## src/bbq_pkg.sv

```systemverilog
// shared types and constants for the bounded bag core
// no dependencies; imported by every module of the block but bbq_ram

package bbq_pkg;

    localparam int VAL_W        = 32;
    localparam int KIND_W       = 2;
    localparam int CNT_W        = 5;
    localparam int DEF_CAPACITY = 16;
    localparam int IN_TDATA_W   = 32;
    localparam int OUT_TDATA_W  = 8;

    localparam logic [CNT_W-1:0] LIMIT_RESET = CNT_W'(16);

    typedef logic [KIND_W-1:0] req_kind_t;

    localparam req_kind_t REQ_INSERT = 2'd0;
    localparam req_kind_t REQ_REMOVE = 2'd1;
    localparam req_kind_t REQ_QUERY  = 2'd2;

    typedef struct packed {
        logic load_req;
        logic run;
        logic shift_wr;
        logic found;
        logic pop;
        logic load_out;
    } bbq_cmd_t;

    typedef struct packed {
        req_kind_t kind;
        req_kind_t in_kind;
        logic      empty;
        logic      hit;
        logic      cmp_valid;
        logic      rd_done;
        logic      out_free;
    } bbq_sts_t;

endpackage

```

## src/bbq_ram.sv

```systemverilog
// generic single-port-write, single-port-read ram with registered read data
// no dependencies

module bbq_ram #(
    parameter int WIDTH = 32,
    parameter int DEPTH = 16,
    parameter int AW    = (DEPTH > 1) ? $clog2(DEPTH) : 1
) (
    input  logic             aclk,
    input  logic             we,
    input  logic [AW-1:0]    waddr,
    input  logic [WIDTH-1:0] wdata,
    input  logic [AW-1:0]    raddr,
    output logic [WIDTH-1:0] rdata
);

    logic [WIDTH-1:0] mem [DEPTH];
    logic [WIDTH-1:0] rdata_reg;

    always_ff @(posedge aclk) begin
        if (we) begin
            mem[waddr] <= wdata;
        end
        rdata_reg <= mem[raddr];
    end

    assign rdata = rdata_reg;

endmodule

```

## src/bbq_datapath.sv

```systemverilog
// datapath of the bounded bag: entry ram, count, limit, scan pointers, result register
// depends on bbq_pkg and bbq_ram; driven by bbq_ctrl through bbq_cmd_t

module bbq_datapath
    import bbq_pkg::*;
#(
    parameter int CAPACITY = DEF_CAPACITY
) (
    input  logic                   aclk,
    input  logic                   aresetn,
    input  bbq_cmd_t               cmd,
    output bbq_sts_t               sts,
    input  logic [KIND_W-1:0]      in_kind,
    input  logic [VAL_W-1:0]       in_value,
    input  logic                   cfg_wr_en,
    input  logic [CNT_W-1:0]       cfg_wr_data,
    output logic                   m_valid,
    input  logic                   m_ready,
    output logic                   m_ok,
    output logic [CNT_W-1:0]       m_count
);

    localparam int AW = (CAPACITY > 1) ? $clog2(CAPACITY) : 1;

    req_kind_t        kind_reg;
    logic [VAL_W-1:0] value_reg;
    logic [CNT_W-1:0] count_reg, count_next;
    logic [CNT_W-1:0] limit_reg;
    logic [CNT_W-1:0] rd_idx_reg, rd_idx_next;
    logic [CNT_W-1:0] cmp_idx_reg;
    logic             cmp_valid_reg;
    logic             ok_reg, ok_next;
    logic             m_valid_reg;
    logic             m_ok_reg;
    logic [CNT_W-1:0] m_count_reg;

    logic             ins_ok;
    logic             ins_do;
    logic             rd_issue;
    logic             ram_we;
    logic [AW-1:0]    ram_waddr;
    logic [VAL_W-1:0] ram_wdata;
    logic [VAL_W-1:0] ram_rdata;

    assign ins_ok   = (count_reg < limit_reg) && (32'(count_reg) < CAPACITY);
    assign ins_do   = cmd.load_req && (in_kind == REQ_INSERT) && ins_ok;
    assign rd_issue = cmd.run && (rd_idx_reg < count_reg);

    assign ram_we    = ins_do || (cmd.shift_wr && cmp_valid_reg);
    assign ram_waddr = cmd.load_req ? AW'(count_reg) : AW'(cmp_idx_reg - CNT_W'(1));
    assign ram_wdata = cmd.load_req ? in_value : ram_rdata;

    bbq_ram #(
        .WIDTH (VAL_W),
        .DEPTH (CAPACITY),
        .AW    (AW)
    ) u_ram (
        .aclk  (aclk),
        .we    (ram_we),
        .waddr (ram_waddr),
        .wdata (ram_wdata),
        .raddr (AW'(rd_idx_reg)),
        .rdata (ram_rdata)
    );

    always_comb begin
        count_next = count_reg;
        if (ins_do) begin
            count_next = count_reg + CNT_W'(1);
        end else if (cmd.pop) begin
            count_next = count_reg - CNT_W'(1);
        end

        ok_next = ok_reg;
        if (cmd.load_req) begin
            ok_next = ins_do;
        end else if (cmd.found || cmd.pop) begin
            ok_next = 1'b1;
        end

        rd_idx_next = rd_idx_reg;
        if (cmd.load_req) begin
            rd_idx_next = '0;
        end else if (rd_issue) begin
            rd_idx_next = rd_idx_reg + CNT_W'(1);
        end
    end

    always_ff @(posedge aclk) begin
        if (!aresetn) begin
            count_reg     <= '0;
            limit_reg     <= LIMIT_RESET;
            rd_idx_reg    <= '0;
            cmp_valid_reg <= 1'b0;
            ok_reg        <= 1'b0;
            m_valid_reg   <= 1'b0;
        end else begin
            count_reg     <= count_next;
            rd_idx_reg    <= rd_idx_next;
            cmp_valid_reg <= rd_issue;
            ok_reg        <= ok_next;
            if (cfg_wr_en) begin
                limit_reg <= cfg_wr_data;
            end
            if (cmd.load_out) begin
                m_valid_reg <= 1'b1;
            end else if (m_ready) begin
                m_valid_reg <= 1'b0;
            end
        end
    end

    always_ff @(posedge aclk) begin
        if (cmd.load_req) begin
            kind_reg  <= in_kind;
            value_reg <= in_value;
        end
        if (rd_issue) begin
            cmp_idx_reg <= rd_idx_reg;
        end
        if (cmd.load_out) begin
            m_ok_reg    <= ok_reg;
            m_count_reg <= count_reg;
        end
    end

    always_comb begin
        sts.kind      = kind_reg;
        sts.in_kind   = in_kind;
        sts.empty     = (count_reg == '0);
        sts.hit       = cmp_valid_reg && (ram_rdata == value_reg);
        sts.cmp_valid = cmp_valid_reg;
        sts.rd_done   = (rd_idx_reg == count_reg);
        sts.out_free  = !m_valid_reg || m_ready;
    end

    assign m_valid = m_valid_reg;
    assign m_ok    = m_ok_reg;
    assign m_count = m_count_reg;

`ifndef ASSERT_OFF
    a_grow_below_limit: assert property (@(posedge aclk) disable iff (!aresetn)
        (count_reg > $past(count_reg)) |-> ($past(count_reg) < $past(limit_reg)))
        else $error("count grew at or above the limit");

    a_shift_in_range: assert property (@(posedge aclk) disable iff (!aresetn)
        (cmd.shift_wr && cmp_valid_reg) |-> ((cmp_idx_reg != '0) && (cmp_idx_reg < count_reg)))
        else $error("shift write outside held entries");

    a_count_step: assert property (@(posedge aclk) disable iff (!aresetn)
        (count_reg != $past(count_reg)) |->
            ((count_reg == $past(count_reg) + CNT_W'(1)) ||
             (count_reg == $past(count_reg) - CNT_W'(1))))
        else $error("count moved by more than one");
`endif

endmodule

```

## src/bbq_ctrl.sv

```systemverilog
// controller state machine of the bounded bag: sequences insert, scan and shift-down
// depends on bbq_pkg; commands bbq_datapath through bbq_cmd_t, reads bbq_sts_t

module bbq_ctrl
    import bbq_pkg::*;
(
    input  logic     aclk,
    input  logic     aresetn,
    input  logic     s_valid,
    output logic     s_ready,
    input  bbq_sts_t sts,
    output bbq_cmd_t cmd
);

    typedef enum logic [3:0] {
        ST_IDLE  = 4'b0001,
        ST_SCAN  = 4'b0010,
        ST_SHIFT = 4'b0100,
        ST_DONE  = 4'b1000
    } state_t;

    state_t state_reg, state_next;

    always_comb begin
        state_next = state_reg;
        cmd        = '0;
        s_ready    = 1'b0;
        unique case (state_reg)
            ST_IDLE: begin
                s_ready = 1'b1;
                if (s_valid) begin
                    cmd.load_req = 1'b1;
                    if ((sts.in_kind == REQ_REMOVE || sts.in_kind == REQ_QUERY) && !sts.empty) begin
                        state_next = ST_SCAN;
                    end else begin
                        state_next = ST_DONE;
                    end
                end
            end
            ST_SCAN: begin
                cmd.run = 1'b1;
                if (sts.hit) begin
                    if (sts.kind == REQ_QUERY) begin
                        cmd.found  = 1'b1;
                        state_next = ST_DONE;
                    end else begin
                        state_next = ST_SHIFT;
                    end
                end else if (!sts.cmp_valid && sts.rd_done) begin
                    state_next = ST_DONE;
                end
            end
            ST_SHIFT: begin
                cmd.run      = 1'b1;
                cmd.shift_wr = 1'b1;
                if (!sts.cmp_valid) begin
                    cmd.pop    = 1'b1;
                    state_next = ST_DONE;
                end
            end
            ST_DONE: begin
                if (sts.out_free) begin
                    cmd.load_out = 1'b1;
                    state_next   = ST_IDLE;
                end
            end
            default: begin
                state_next = ST_IDLE;
            end
        endcase
    end

    always_ff @(posedge aclk) begin
        if (!aresetn) begin
            state_reg <= ST_IDLE;
        end else begin
            state_reg <= state_next;
        end
    end

`ifndef ASSERT_OFF
    a_shift_only_remove: assert property (@(posedge aclk) disable iff (!aresetn)
        (state_reg == ST_SHIFT) |-> (sts.kind == REQ_REMOVE))
        else $error("shift-down entered for a request other than remove");
`endif

endmodule

```

## src/bounded_bag_insert_remove_query_core.sv

```systemverilog
// Bounded bag of signed 32-bit values kept in insertion order.
// Input channel (s_): one request item per handshake; s_tuser carries the
// request kind (insert, remove first match, query), s_tdata the value.
// Result channel (m_): one item per request with the ok flag and the count
// of held entries after the request.
// cfg_wr_en / cfg_wr_data set the entry limit (saturates to CAPACITY).
// Sequencing: insert, unknown kind, or remove/query on an empty bag go
// from acceptance straight to the done state and the output register.
// Remove and query scan the entry RAM one entry per cycle (one read port,
// registered read) and a remove then shifts later entries down one per
// cycle. One request is in work at a time.
// The result sits in an output register, so the next request is accepted
// while a finished result waits; a stalled m_tready only holds the block
// once a second result is ready.
// Reset empties the bag and sets the limit to 16; the entry RAM is not
// cleared, no wait after reset.
// depends on bbq_pkg, bbq_ctrl, bbq_datapath, bbq_ram

module bounded_bag_insert_remove_query_core
    import bbq_pkg::*;
#(
    parameter int CAPACITY = DEF_CAPACITY
) (
    input  logic                   aclk,
    input  logic                   aresetn,
    input  logic                   s_tvalid,
    output logic                   s_tready,
    input  logic [IN_TDATA_W-1:0]  s_tdata,   // [31:0] value
    input  logic [KIND_W-1:0]      s_tuser,   // [1:0] req_type
    output logic                   m_tvalid,
    input  logic                   m_tready,
    output logic [OUT_TDATA_W-1:0] m_tdata,   // [0] ok, [5:1] count_after, [7:6] zero
    input  logic                   cfg_wr_en,
    input  logic [CNT_W-1:0]       cfg_wr_data
);

    bbq_cmd_t         cmd;
    bbq_sts_t         sts;
    logic             m_ok;
    logic [CNT_W-1:0] m_count;

    bbq_ctrl u_ctrl (
        .aclk    (aclk),
        .aresetn (aresetn),
        .s_valid (s_tvalid),
        .s_ready (s_tready),
        .sts     (sts),
        .cmd     (cmd)
    );

    bbq_datapath #(
        .CAPACITY (CAPACITY)
    ) u_datapath (
        .aclk        (aclk),
        .aresetn     (aresetn),
        .cmd         (cmd),
        .sts         (sts),
        .in_kind     (s_tuser),
        .in_value    (s_tdata[VAL_W-1:0]),
        .cfg_wr_en   (cfg_wr_en),
        .cfg_wr_data (cfg_wr_data),
        .m_valid     (m_tvalid),
        .m_ready     (m_tready),
        .m_ok        (m_ok),
        .m_count     (m_count)
    );

    assign m_tdata = {(OUT_TDATA_W - CNT_W - 1)'(0), m_count, m_ok};

endmodule

```

## config.mk

```make
export PLATFORM = sky130hd
export DESIGN_NAME = bounded_bag_insert_remove_query_core
export DESIGN_NICKNAME = d
export VERILOG_FILES = /design/src/bbq_pkg.sv /design/src/bbq_ram.sv /design/src/bbq_datapath.sv /design/src/bbq_ctrl.sv /design/src/bounded_bag_insert_remove_query_core.sv
export SDC_FILE = /design/constraint.sdc
export NUM_CORES = 1
export LEC_CHECK = 0
export BUFFER_PORTS_ARGS = -buffer_cell sky130_fd_sc_hd__buf_2
export CORE_ASPECT_RATIO = 1.75
export CORE_MARGIN = 10
export CORE_UTILIZATION = 35
export DETAILED_ROUTE_END_ITERATION = 6
export PLACE_DENSITY_LB_ADDON = 0.15
export SETUP_SLACK_MARGIN = 0.2
export SKIP_CTS_REPAIR_TIMING = 1
export SLEW_MARGIN = 25
export SYNTH_ARGS = -nofsm -noshare
export SYNTH_HDL_FRONTEND = slang
export SYNTH_HIERARCHICAL = 1
export SYNTH_SLANG_ARGS = --single-unit
```

## constraint.sdc

```tcl
create_clock -name aclk -period 7.9 [get_ports aclk]
set_clock_uncertainty 0.1 [all_clocks]
set_input_delay 0.79 -clock aclk [delete_from_list [all_inputs] [get_ports aclk]]
set_output_delay 0.79 -clock aclk [all_outputs]
set_load 0.01 [all_outputs]
```

Word level (Yosys, flattened, before mapping)
Memories as Yosys holds them, arrays and structs flattened. A register that Yosys moved wholly into a read port is not among the register bits.
Index checks and enable logic that the tools add are counted.
Widths: inputs -> output; s select.
{"block": "totals", "mem_bits_rw": 512, "elab_cells": 87, "out_inout_bits": 10, "n_memories": 1, "regBits": 66}
{"block": "op_classes", "bitwise_logic": 1, "muxes": 30, "add_sub_neg": 4, "n_reduce_logical": 23, "eq_ne": 13, "magnitude_cmp": 3}
{"name": "u_datapath.u_ram.mem", "words": 16, "word_bits": 32, "rd": 1, "rd_ports_with_merged_regs": 1, "write_ports": 1, "line_no": "bbq_ram.sv:17", "source": "logic [WIDTH-1:0] mem [DEPTH];"}
{"operator": "$eq 32x32->1", "count": 1}
{"operator": "$mux 32", "count": 1}
{"operator": "$mux 4", "count": 8}
{"operator": "$mux 1", "count": 18}
{"operator": "$pmux 4 s4", "count": 1}
{"operator": "$add 5x1->5 const B", "count": 2}
{"operator": "$lt 5x5->1", "count": 2}
{"operator": "$mux 5", "count": 2}
{"operator": "$logic_and 1x1->1", "count": 8}
{"operator": "$ne 2x2->1 const B", "count": 3}
{"operator": "$reduce_bool 2->1", "count": 3}
{"operator": "$eq 5x5->1", "count": 1}
{"operator": "$logic_not 5->1", "count": 1}
{"operator": "$lt 5x5->1 const B", "count": 1}
{"operator": "$sub 5x1->5 const B", "count": 1}
{"operator": "$eq 2x2->1 const B", "count": 2}
{"operator": "$eq 4x1->1 const B", "count": 1}
{"operator": "$eq 4x2->1 const B", "count": 1}
{"operator": "$eq 4x3->1 const B", "count": 1}
{"operator": "$eq 4x4->1 const B", "count": 1}
{"operator": "$logic_or 1x1->1", "count": 4}
{"operator": "$reduce_and 4->1", "count": 1}
{"operator": "$reduce_or 2->1", "count": 2}
{"operator": "$sub 4x1->4 const B", "count": 1}
{"operator": "5 further kinds", "count": 7}

Depth between registers and ports, before layout
Gate-level depths: netlist of run 1.
{"block": "logic_depth", "word_depth": 7, "depth_mapped": 14, "ltp_nobuf": 13}

Cells and area by module
Netlist of run 1, hierarchy kept.
{"module": "bbq_ram", "n_inst": 1, "cells_per_inst": 838, "area_each_um2": 19835.3}
{"module": "bbq_datapath", "n_inst": 1, "cells_per_inst": 260, "area_each_um2": 3236.9}
{"module": "bbq_ctrl", "n_inst": 1, "cells_per_inst": 41, "area_each_um2": 347.8}
{"module": "bounded_bag_insert_remove_query_core", "n_inst": 1, "cells_per_inst": 4, "area_each_um2": 26.3}

Least setup slack after synthesis of run 1
Ideal clock, no wire load.
{"block": "synth_path", "path_type": "register to register", "startpoint": "register u_ctrl.state_reg[1]", "endpoint": "memory u_datapath.u_ram.mem[0][0] (enable)", "slack_ns": 1.959, "path_stages_with_launch": 12, "period_less_slack_ns": 5.941, "arrival_ns": 5.380, "cell_sequence": "dfxtp_1 > buf_4 > nor2_1 > nand3b_1 > inv_1 > and2_1 > or4b_1 > a211oi_2 > o21ai_2 > nand2_1 > or3b_2 > nor3_1"}
{"item": "from (decl)", "line_no": "bbq_ctrl.sv:22", "source": "state_t state_reg, state_next;"}
{"item": "from (signal assigned)", "line_no": "bbq_ctrl.sv:77", "source": "state_reg <= state_next;"}
{"item": "to (decl)", "line_no": "bbq_ram.sv:17"}

==> flow_metrics.py, run 1 <==
metrics = {
    "run_status": {
        "status": "finished, final reports clean",
    },
    "clock_tree": {
        "cts-root-buf": "clkbuf_16",
        "clkSinkCount": 610,
        "cts_buffers": 56,
        "clkLatencyLatePin_ns": 0.61,
        "cts.clk_slew.worst_paths_ns": 0.07,
        "cts_tree": "built",
        "h-tree-depth": 2,
        "clk_path_buf_depth": 3,
    },
    "placement": {
        "dp.cells": 2049,
        "dpl.hpwl_um": 35500,
        "placed_area_um2": 24900,
        "post-place-ws_ns": 3.47,
        "routabilityCongestion": 0.738,
        "io_buffers": 51,
    },
    "floorplan": {
        "core_area_um2": 66500,
        "die_w_um": 216,
        "row_count": 125,
        "start_util": 0.353,
        "fp.dieArea_um2": 78100,
        "io_pins": 54,
        "die_height_um": 362,
    },
    "cells_and_area": {
        "largest_reg_flops": 512,
        "multi_input_area_um2": 5450,
        "instances_no_fill": 2154,
        "fin_util": 0.404,
        "seq_area_um2": 17800,
        "finalInstanceArea_um2": 26900,
        "final_nets": 1277,
        "nFillCells": 5891,
        "drive_above_1_share": 0.281,
        "area_growth_pct": 14.7,
        "diodes": 0,
    },
    "worst_setup_path": {
        "end_kind": "register",
        "path_cells": "nor2_1 -> nand3b_1 -> inv_1 -> and2_4 -> or4b_1 -> a211oi_2 -> o21ai_2 -> nand2_1 -> nand3_1 -> nor3_2 -> buf_4",
        "cpPeakStageDelay_ns": 0.63,
        "arrival_ns": 4.44,
        "critPathKind": "register to register",
        "crit_fanout": 35,
        "cpMaxStageDelayCell": "nor3_2",
        "critPathLaunchType": "register",
        "cp_data_required_time_ns": 8.05,
    },
    "sta": {
        "period_share": 0.543,
        "setup_violations": 0,
        "slew_violations": 0,
        "worst_slew_pin_slew_ns": 1.04,
        "tns_ns": 0,
        "relSlewSlack": 0.305,
        "holdWs_ns": 0.267,
        "clock.fmax_mhz": 233,
        "rsz0062_at_grt": "no",
        "period_needed_ns": 4.29,
        "fin_ws_ns": 3.61,
        "finalHoldViolCount": 0,
    },
    "synth": {
        "seq_area_frac_synth": 0.758,
        "synth_edf_count": 556,
        "synth_area_per_cell_um2": 20.5,
        "synth_cell_types": 52,
        "synth_ff_type": "edfxtp_1",
        "synthTopCellsByCount": "556 x edfxtp_1, 128 x mux4_2, 64 x a22oi_1, 54 x dfxtp_1, 50 x nand2_1",
        "synth_cells": 1143,
        "synth_area_um2": 23400,
        "async_flop_share": 0,
        "yosysTopAreaCell": "edfxtp_1",
        "synth_top_area_frac": 0.712,
        "ys_warn_count": 6,
        "yosysMostFrequentCell": "edfxtp_1",
        "synth_area_leaders": "edfxtp_1 71%, mux4_2 12%, dfxtp_1 4.6%",
        "synth_seq_cells": 610,
    },
    "global_route": {
        "grt_pass1_wl_um": 84300,
        "grt-ovfl-total": 0,
        "grt.total_usage": 0.147,
        "first_global_vias": 11800,
        "grt_start_max_net_pins": 134,
        "grt_antenna_before_repair": 3,
    },
    "drt": {
        "drc_errors": 0,
        "drtAntennaViolNets": 0,
        "first_pass_iters": 5,
        "vias": 11000,
        "dr.first_iter.drc_count": 776,
        "wirelength_um": 57600,
        "routedWlPerCell_um": 26.7,
        "drt-vias-per-instance": 5.11,
    },
    "pwr": {
        "pwr_density_cell_nw_per_um2": 252,
        "leakagePower_nw": 8.37,
        "power.total_mw": 6.78,
        "irDropWorstVdd_uv": 153,
    },
    "flow_run": {
        "cap_violations": 0,
    },
    "min_path": {
        "worst_hold_path_type": "primary input to register",
    },
}
-- final cells by class --
class                      instances  share of cell area
multi-input combinational        460               0.203
tap                              889              0.0414
sequential                       610               0.662
inverter                          15             0.00209
clock inverter                    33              0.0158
timing repair buffer              75              0.0195
clock buffer                      72              0.0570
-- per-layer routing --
| layer | track usage | routed length, µm | vias up |
|---|---|---|---|
| met4 | 0.0548 | 1910 | 2 |
| met5 | 0 | 17 | - |
| li1 | - | - | 4800 |
| met1 | 0.173 | 22600 | 5868 |
| met3 | 0.0200 | 2320 | 91 |
| met2 | 0.266 | 30800 | 252 |
-- kinds of logic after synthesis --
| family | after synthesis | synth area share |
|---|---|---|
| flops | 610 | 0.758 |
| fa+ha+maj | 15 | 0.00833 |
| other cells | 1 | 0.000160 |
| mux | 171 | 0.143 |
| buf+inv | 74 | 0.0154 |
| simple gates | 138 | 0.0304 |
| compound gates | 92 | 0.0288 |
| xor+xnor | 42 | 0.0157 |
-- critical path, delay by kind of cell (launching register included) --
family / cells / cell delay, ns
buffers and inverters: 2 / 0.63
AND/OR/NAND/NOR: 7 / 2.43
flip-flops: 1 / 0.38
AO/OA/AOI/OAI: 2 / 0.35
-- placed cells by master, fill, tap and decap left out, types with 9 or more instances in the layout --
cell type	netlist	routed
a22oi_1	64	64
mux4_2	128	128
clkbuf_16	0	57
nand2_1	50	50
bufinv_16	0	9
mux2i_1	11	11
dfxtp_1	54	52
buf_4	16	18
clkbuf_1	22	10
edfxtp_1	556	556
nor2_4	0	13
mux2_2	32	32
buf_2	7	51
nand4_1	9	9
nor2_1	25	12
clkinv_2	0	11
xnor2_1	37	37
inv_1	15	15
ha_1	14	14
-- where the power goes --
part	total (mW)	switching (mW)	leakage, nW	internal, mW
Combinational	0.265	0.189	1.93	0.0754
Sequential	3.62	0.0194	5.47	3.60
Clock	2.89	1.22	0.964	1.67
Total	6.78	1.43	8.37	5.35
-- path summary, 6_finish.rpt --
kind	start	end	slack, ns	cells after the start
max reg2reg	u_ctrl/state_reg[1]	u_datapath/u_ram/mem[12][22]	3.61	11
max	u_ctrl/state_reg[1]	u_datapath/u_ram/mem[12][22]	3.61	11
min reg2reg	u_datapath/ok_reg	u_datapath/m_ok	0.34	0
min	s_tdata[25]	u_datapath/value_reg[25]	0.27	1
Power figures use the tool's default switching activity.
==> run 2, diff against run 1 <==
==> constraint.sdc (replaced) <==
create_clock -name aclk -period 4 [get_ports aclk]
set_clock_uncertainty 0.1 [all_clocks]
set_input_delay 0.4 -clock aclk [delete_from_list [all_inputs] [get_ports aclk]]
set_output_delay 0.4 -clock aclk [all_outputs]
set_load 0.01 [all_outputs]
==> run 2 against run 1 <==
The flow now finishes with violations (hold timing). First-iteration DRC count fell by 7.5%. Critical path type unchanged. Routed wire length fell by 3.5%. Via count rose by 1.4%. Critical path depth did not move. Worst hold slack got worse by 0.29 ns. Maximum frequency rose by 19%. Flip-flop and latch count did not move. Non-clock buffer count rose by 65. Largest cell class unchanged. Design area rose by 2.3%.
==> flow_metrics.py, run 2 (same netlist as run 1, synthesis figures left out) <==
metrics = {
    "min_path": {
        "worst_hold_path_type": "primary input to register",
        "whs_endpoint": "u_datapath/limit_reg[1]",
        "hold_depth": 3,
        "hold_start": "cfg_wr_data[1]",
    },
    "run_status": {
        "status": "finished with violations",
        "violations": "hold timing",
    },
    "floorplan": {
        "core_area_um2": 66500,
        "start_util": 0.353,
        "fp.dieArea_um2": 78100,
        "io_pins": 54,
        "die_height_um": 362,
        "row_count": 125,
        "die_w_um": 216,
    },
    "global_route": {
        "grt-ovfl-total": 0,
        "grt.total_usage": 0.141,
        "grt_start_max_net_pins": 58,
        "grt_pass1_wl_um": 81600,
        "first_global_vias": 11800,
        "grt_antenna_before_repair": 1,
    },
    "sta": {
        "slew_violations": 0,
        "clock.fmax_mhz": 277,
        "relSlewSlack": 0.425,
        "period_needed_ns": 3.61,
        "holdWs_ns": -0.0227,
        "setup_violations": 0,
        "finalHoldViolCount": 2,
        "period_share": 0.901,
        "tns_ns": 0,
        "worst_slew_pin_slew_ns": 0.862,
        "rsz0062_at_grt": "no",
    },
    "cells_and_area": {
        "instances_no_fill": 2219,
        "drive_above_1_share": 0.295,
        "final_common_cell": "edfxtp_1",
        "final_nets": 1343,
        "area_growth_pct": 17.3,
        "diodes": 0,
        "mostFrequentLayoutCells": "556 x edfxtp_1, 128 x mux4_2, 64 x a22oi_1",
        "largest_reg_flops": 512,
    },
    "worst_setup_path": {
        "cpMaxStageDelayCell": "dfxtp_1",
        "rr_startpoint": "u_ctrl/state_reg[0]",
        "cp_data_required_time_ns": 4.13,
        "critPathKind": "register to register",
        "r2r_slack_ns": 0.39,
        "crit_fanout": 23,
        "cpPeakStageDelay_ns": 0.52,
        "path_cells": "nand3b_1 -> inv_2 -> and2_4 -> or4b_1 -> a211oi_2 -> o21ai_2 -> nand2_1 -> nand3b_1 -> buf_4 -> nor2_4 -> buf_4",
        "arrival_ns": 3.74,
        "critPathLaunchType": "register",
        "r2r-end": "u_datapath/u_ram/mem[11][31]",
        "end_kind": "register",
        "rr_worst_depth": 11,
    },
    "pwr": {
        "pwr_density_cell_nw_per_um2": 490,
        "p_int_mw": 10.8,
        "leakagePower_nw": 8.68,
        "irDropWorstVdd_uv": 272,
        "seqPwrFrac": 0.531,
        "switching_share": 0.201,
        "p_clk_frac": 0.428,
        "pwr-share-comb": 0.041,
        "power.switching_mw": 2.71,
    },
    "clock_tree": {
        "clkLatencyLatePin_ns": 0.59,
        "clk_path_buf_depth": 3,
        "h-tree-depth": 2,
        "clkSinkCount": 610,
        "cts-root-buf": "clkbuf_16",
        "cts.clk_slew.worst_paths_ns": 0.06,
        "cts_tree": "built",
        "cts_buffers": 56,
    },
    "drt": {
        "vias": 11200,
        "drtAntennaViolNets": 0,
        "drt-vias-per-instance": 5.03,
        "dr.first_iter.drc_count": 718,
        "routedWlPerCell_um": 25.1,
        "drc_errors": 0,
        "wirelength_um": 55600,
        "first_pass_iters": 5,
    },
    "flow_run": {
        "cap_violations": 0,
    },
    "placement": {
        "dpl.hpwl_um": 34500,
        "routabilityCongestion": 0.749,
        "dp.cells": 2077,
        "io_buffers": 51,
    },
}
[run 2: cell types whose count changed in the layout (fill, tap and decap cells not counted), sizes merged]
| cell | change |
|---|---|
| bufinv | +1 |
| clkbuf | +7 |
| clkinvlp | -1 |
| inv | -3 |
| clkinv | -5 |
| dlygate4sd3 | +37 |
| buf | +28 |
| nor2 | +1 |
[run 2: worst max-delay path by stage]
stage | from | end | slack (ns) | cells after the start
after CTS | u_ctrl/state_reg[0] | u_datapath/u_ram/mem[10][8] | 0.17 | 10
after floorplan | u_ctrl/state_reg[1] | u_datapath/u_ram/mem[0][0] | 0.14 | 11
after detailed placement | u_ctrl/state_reg[0] | u_datapath/u_ram/mem[10][31] | 0.20 | 10
final | u_ctrl/state_reg[0] | u_datapath/u_ram/mem[11][31] | 0.39 | 11
after global placement | u_ctrl/state_reg[0] | u_datapath/u_ram/mem[10][5] | 0.29 | 10
after global routing | u_ctrl/state_reg[0] | u_datapath/u_ram/mem[9][8] | 0.20 | 11
[run 2: area by class of cell]
cell class / count / area, µm²
sequential: 610 / 17800
timing repair buffer: 140 / 1070
clock buffer: 79 / 1620
inverter: 15 / 56.3
multi-input combinational: 461 / 5500
clock inverter: 25 / 377
fill: 5815 / 39000
tap: 889 / 1110
[run 2: power by group through the flow]
stage | clock network [mW] | registers (mW) | logic, mW
CTS | 5.92 | 7.15 | 0.547
global route | 6.13 | 7.16 | 0.618
detailed placement | 0 | 7.29 | 0.546
global placement | 0 | 7.29 | 0.537
finish | 5.76 | 7.16 | 0.558
floorplan | 0 | 7.28 | 0.326
[run 2: critical path, delay by kind of cell (launching register included)]
| kind | cells | cell delay, ns |
|---|---|---|
| AO/OA/AOI/OAI | 2 | 0.39 |
| buffers and inverters | 3 | 0.78 |
| flip-flops | 1 | 0.52 |
| AND/OR/NAND/NOR | 6 | 1.43 |
[run 2: through the flow]
| stage | hold slack [ns] | setup slack (ns) | utilization | instance area, µm² | total power, mW |
|---|---|---|---|---|---|
| detailed placement | 0.327 | 0.203 | 0.378 | 25100 | 7.84 |
| CTS | -0.138 | 0.172 | 0.408 | 27100 | 13.6 |
| global route | 0.00246 | 0.202 | 0.414 | 27500 | 13.9 |
| finish | -0.0227 | 0.395 | 0.414 | 27500 | 13.5 |
| floorplan | 0.310 | 0.142 | - | 23600 | 7.61 |
| global placement | 0.318 | 0.286 | 0.378 | 25100 | 7.83 |
[run 2: metal layers]
layer / global-route usage / vias to the layer above / wire [µm]
li1: - / 4929 / -
met4: 0.0501 / 0 / 1720
met1: 0.170 / 5929 / 22400
met3: 0.0228 / 83 / 2260
met2: 0.250 / 230 / 29200
met5: 0 / - / 0
